$ cat config.mk
export PLATFORM = sky130hd
export DESIGN_NAME = segint_fifo
export DESIGN_NICKNAME = d
export VERILOG_FILES = /design/src/hdl/segint_pkg.sv /design/src/hdl/segint_fifo.sv
export SDC_FILE = /design/constraint.sdc
export NUM_CORES = 1
export LEC_CHECK = 0
export BUFFER_PORTS_ARGS = -buffer_cell sky130_fd_sc_hd__buf_2
export CAP_MARGIN = 20
export CORE_ASPECT_RATIO = 0.75
export CORE_MARGIN = 4
export CORE_UTILIZATION = 55
export DETAILED_ROUTE_END_ITERATION = 12
export HOLD_SLACK_MARGIN = 0.08
export PLACE_DENSITY = 0.76
export REMOVE_ABC_BUFFERS = 1
export SYNTH_ARGS = -nofsm -noshare
export SYNTH_HDL_FRONTEND = slang
export SYNTH_SLANG_ARGS = --single-unit
$ cat constraint.sdc
create_clock -name clk -period 8.2 [get_ports clk]
set_clock_uncertainty 0.05 [all_clocks]
set_input_delay 1.23 -clock clk [delete_from_list [all_inputs] [get_ports clk]]
set_output_delay 1.23 -clock clk [all_outputs]
set_load 0.01 [all_outputs]
$ cat src/hdl/segint_pkg.sv
// ----------------------------------------------------------------------------
// segint_pkg
// Shared widths, the result kind codes and the queue entry of the
// segment intersection block.
// ----------------------------------------------------------------------------
package segint_pkg;

	localparam int COORD_BITS = 16;
	localparam int FRAC_BITS  = 16;

	// endpoint difference, single product, two-product sum
	localparam int DW  = COORD_BITS + 1;
	localparam int PW  = 2 * DW;
	localparam int SW  = PW + 1;
	// magnitude of a cross or dot product, numerators and denominators
	localparam int MW  = 2 * COORD_BITS + 1;
	// quotient bits of the scaled parameter times the direction
	localparam int QB  = COORD_BITS + FRAC_BITS;
	localparam int PRW = COORD_BITS + MW;
	localparam int NW  = PRW + FRAC_BITS;

	localparam int OUT_W  = 32;
	localparam int VW     = (QB + 2 > OUT_W) ? QB + 2 : OUT_W;
	localparam int IN_W   = ((8 * COORD_BITS + 7) / 8) * 8;
	localparam int OUT_DW = 4 * OUT_W;

	localparam int QDEPTH = 4;
	localparam int QAW    = 2;

	typedef enum logic [1:0] {
		KIND_NONE    = 2'd0,
		KIND_POINT   = 2'd1,
		KIND_OVERLAP = 2'd2
	} kind_t;

	// channel order in prod: start x, start y, end x, end y
	typedef struct packed {
		kind_t                         kind;
		logic [MW-1:0]                 den;
		logic [3:0][PRW-1:0]           prod;
		logic signed [COORD_BITS-1:0]  ax;
		logic signed [COORD_BITS-1:0]  ay;
		logic                          neg_x;
		logic                          neg_y;
		logic                          zero_s;
		logic                          zero_e;
	} job_t;

endpackage

$ cat src/hdl/segint_fifo.sv
// ----------------------------------------------------------------------------
// segint_fifo
// Short queue of classified jobs between the front and the back end.
// ----------------------------------------------------------------------------
module segint_fifo (
	input  logic              clk,
	input  logic              arst_n,
	input  logic              push,
	input  segint_pkg::job_t  wr_job,
	output logic              full,
	input  logic              pop,
	output logic              empty,
	output segint_pkg::job_t  rd_job
);

	localparam int QAW = segint_pkg::QAW;

	segint_pkg::job_t mem_q [segint_pkg::QDEPTH];
	logic [QAW-1:0]   wptr_q, rptr_q;
	logic [QAW:0]     cnt_q;

	assign full   = (cnt_q == (QAW+1)'(segint_pkg::QDEPTH));
	assign empty  = (cnt_q == '0);
	assign rd_job = mem_q[rptr_q];

	always_ff @(posedge clk or negedge arst_n) begin
		if (!arst_n) begin
			wptr_q <= '0;
			rptr_q <= '0;
			cnt_q  <= '0;
		end else begin
			if (push) begin
				wptr_q <= wptr_q + 1'b1;
			end
			if (pop) begin
				rptr_q <= rptr_q + 1'b1;
			end
			if (push && !pop) begin
				cnt_q <= cnt_q + 1'b1;
			end else if (pop && !push) begin
				cnt_q <= cnt_q - 1'b1;
			end
		end
	end

	always_ff @(posedge clk) begin
		if (push) begin
			mem_q[wptr_q] <= wr_job;
		end
	end

endmodule

==> out/summary.md <==
Clock tree synthesis inserted a total of 97 buffers. The die covers 75,100 µm². The slack of the worst reg-to-reg path was 5.33 ns; the maximum number of pins on one net before global-route repair was 149. Once placement completed, the tool counted placed cells totaling 2,868. The average footprint of a synthesized cell works out to 27.2 µm².

In this run the tightest slew margin relative to its limit is 12.5%. The tool flagged a number of max-cap violations equal to 0. The synthesized netlist devotes 0.212% of its cell area to adder and majority cells.

The biggest area contributor in the post-synthesis netlist is sky130_fd_sc_hd__edfxtp_1. Global routing used 20.9% of the available tracks across all layers. Counting I/O delays and the setup requirement, the final critical path takes 4.64 ns. In the final routed layout, each cell accounts on average for 25.6 µm.

The combinational family with the most area after synthesis is multiplexers. At the worst endpoint, the arrival time is 3.36 ns. In this run the worst path has a maximum fanout of 140. 540 I/O pins were placed. At the end of routability-driven placement, the weighted congestion stood at 0.764.

The first detailed-routing pass took 5 iterations. For the total congestion overflow after global routing, the log shows 0. Path type of the worst min-delay path: in -> async.

The area fraction in compound gates after synthesis was 0.0129%; the synthesized instance count was 1,429. The cell area that synthesis handed to floorplanning was 38,900 µm². Dividing the final minimum period by the clock period gives 56.6%. STA classifies the critical path startpoint as a flop.

The tree built by TritonCTS fans out to 1,075 sinks. The detailed placer's ending HPWL was 45.9 mm. Cells with a size suffix above 1 make up 45.8% of the layout. Setup violations remaining at the end of the flow were counted as 0. The run gives 350 µV as the largest vdd supply drop. Clock latency on the worst-skew pair, taken at its later pin, is 0.65 ns.

Ranked by total cell area, the synthesized netlist is headed by sky130_fd_sc_hd__edfxtp_1, sky130_fd_sc_hd__mux4_2, sky130_fd_sc_hd__buf_6, sky130_fd_sc_hd__dfrtp_1, sky130_fd_sc_hd__buf_2. The H-tree depth came out at 3. The leakage power figure came out at 15.5 nW. The flow ran to the end, and the final reports show no timing, DRC or antenna violations. For the via count of the first global-routing pass, the log shows 18.4k. On the worst path, the slowest cell contributes a delay of 1.04 ns. Summing all non-filler instances in the final layout gives an area of 45,900 µm².

The startpoint identified for the worst register-to-register timing path is wptr_q[0]. The region available for standard cell placement spans 70,100 µm². Power spread over the standard cell area amounts to 366 nW/µm².

The top cell type by area accounts for 82.4% of the synthesized area. The first-pass GRT wire length was 117 mm. Setup repair after global routing left no endpoint under its margin.

Summing all placed instances gives a cell area of 42,600 µm². Detailed routing inserted a total of 17.5k vias. The signal on the critical path passes through buf_12 > mux4_2 > buf_2. The hold buffer count at CTS was 0. The critical path in this run is classified as reg -> out. The tools report the clock root buffer master as sky130_fd_sc_hd__clkbuf_16.

The net count of the finished layout is 2,298. The run gives 65.4% as the core occupancy in the finished layout. The post-cts sizing count is 0.

After detailed routing, the total wire length is 78.5 mm. The count of buffers inserted at the top-level ports is 539, and the violation count after the first detailed-routing iteration is 1,441. The run gives 0 as the number of pins with negative max-slew slack in the final report. TritonCTS built the clock tree.

Number of cells in the finished layout apart from fillers: 3,061. Counting distinct cell types in the post-synthesis netlist gives 18. The element type at the critical path end was an output pin. The total of flip-flops plus latches after synthesis came out at 1,075. The mux cell area share after synthesis was 15.5%; the initial cell density of the core was 55.5%. The remaining antenna violation count was 0; the data required time at the worst endpoint was 6.92 ns. Simple-gate share of the synthesized area: 0.125%. For the pin with the worst max-slew slack, the measured transition is 1.31 ns. The parity-gate share of the synthesized area counting xor and xnor cells is 0.135%. Timing would allow up to 215 MHz. The critical path starts at rptr_q[1].

The synthesis-to-finish area growth is 17.8%. On the critical path, the stage with the largest delay is an instance of sky130_fd_sc_hd__dfrtp_4. In the routed design, unresolved DRC markers number 0. The total number of yosys warnings is 0, and the number of antenna violations at the first check in global routing is 31. In this run the deepest clock path goes through 3 buffers.

In this run the vertical extent of the chip is 238 µm. Clock edge transition at the registers on the reported setup and hold paths: 0.06 ns. The vias per cell was 5.71; the total setup buffers inserted after CTS was 0. The run gives 0 as the hold violation count in the final report. The number of cell rows is 84, and the sequential-to-total area share from yosys stat is 82.8%. The die is 315 µm wide.
-- cells in the mapped netlist --
library cell	count
sky130_fd_sc_hd__nand2_1	2
sky130_fd_sc_hd__and2_1	4
sky130_fd_sc_hd__mux2_2	1
sky130_fd_sc_hd__fa_1	1
sky130_fd_sc_hd__o21ai_0	1
sky130_fd_sc_hd__buf_2	29
sky130_fd_sc_hd__buf_6	25
sky130_fd_sc_hd__xnor2_1	2
sky130_fd_sc_hd__dfrtp_1	7
sky130_fd_sc_hd__mux4_2	267
sky130_fd_sc_hd__xor2_1	4
sky130_fd_sc_hd__clkbuf_1	6
sky130_fd_sc_hd__inv_1	4
sky130_fd_sc_hd__nor3_1	1
sky130_fd_sc_hd__edfxtp_1	1068
sky130_fd_sc_hd__ha_1	5
sky130_fd_sc_hd__nor2_1	1
sky130_fd_sc_hd__nor3b_1	1
-- layout by cell type, fill, tap and decap left out, types with 7 or more instances in the layout --
| cell | count |
|---|---|
| sky130_fd_sc_hd__clkbuf_1 | 17 |
| sky130_fd_sc_hd__buf_12 | 7 |
| sky130_fd_sc_hd__buf_2 | 539 |
| sky130_fd_sc_hd__clkinv_1 | 27 |
| sky130_fd_sc_hd__edfxtp_1 | 1068 |
| sky130_fd_sc_hd__clkinv_2 | 11 |
| sky130_fd_sc_hd__bufinv_16 | 15 |
| sky130_fd_sc_hd__clkbuf_16 | 99 |
| sky130_fd_sc_hd__diode_2 | 15 |
| sky130_fd_sc_hd__mux4_2 | 267 |
| sky130_fd_sc_hd__buf_4 | 7 |
-- final cells by class --
type	count	area (µm²)
repair buffers	553	2890
well taps	946	1180
multi-input cells	290	6220
diodes	15	37.5
clock buffers	116	2540
fillers	4394	24200
clock inverters	62	712
inverters	4	15.0
flip-flops and latches	1075	32300
-- metal layers --
metal	vias up	track usage, %	part of all wire [%]
li1	7443	-	-
met1	9247	27.2	37
met2	637	34.6	52
met3	129	7.06	8.3
met4	28	5.30	2.0
met5	-	0	0.22
-- cell families after synthesis --
family / count (synthesis)
adders and majority gates: 6
AOI/OAI and AO/OA: 1
muxes: 268
buffers and inverters: 64
DFF: 1075
xor gates and xnor gates: 6
and+or+nand+nor: 9
-- metrics by stage --
step / worst slack [ns] / hold WS [ns] / total power [mW] / setup TNS (ns)
after global placement: 4.29 / 0.422 / 12.2 / 0
after CTS: 3.56 / 0.332 / 17.0 / 0
after detailed placement: 4.29 / 0.436 / 12.3 / 0
after floorplan: -4.14 / 0.406 / 11.3 / -1108.85
after global routing: 3.42 / 0.334 / 17.5 / 0
final: 3.56 / 0.364 / 16.8 / 0
-- flip-flops by register name, indices dropped and copies added (netlist names) --
name,cells
mem_q,1068
cnt_q,3
rptr_q,2
wptr_q,2
-- where the power goes --
| group | internal (mW) | switching, mW | leakage (nW) |
|---|---|---|---|
| Combinational | 2.08 | 2.57 | 4.04 |
| Clock | 2.69 | 1.90 | 1.58 |
| Sequential | 7.20 | 0.331 | 9.89 |
-- critical path: cells and delay by family (launching register included) --
family	cells	cell delay, ns
buf+inv	2	0.60
mux	1	0.48
flops	1	1.04
-- final timing paths --
path,to,cells after the start
min,cnt_q[0],1
min in group clk,cnt_q[2],1
max reg2reg,mem_q[2][261],4
min reg2reg,cnt_q[2],1
max,rd_job[120],3
max in group asynchronous,rptr_q[0],1
Note: power is estimated with default switching activity, not from simulation.
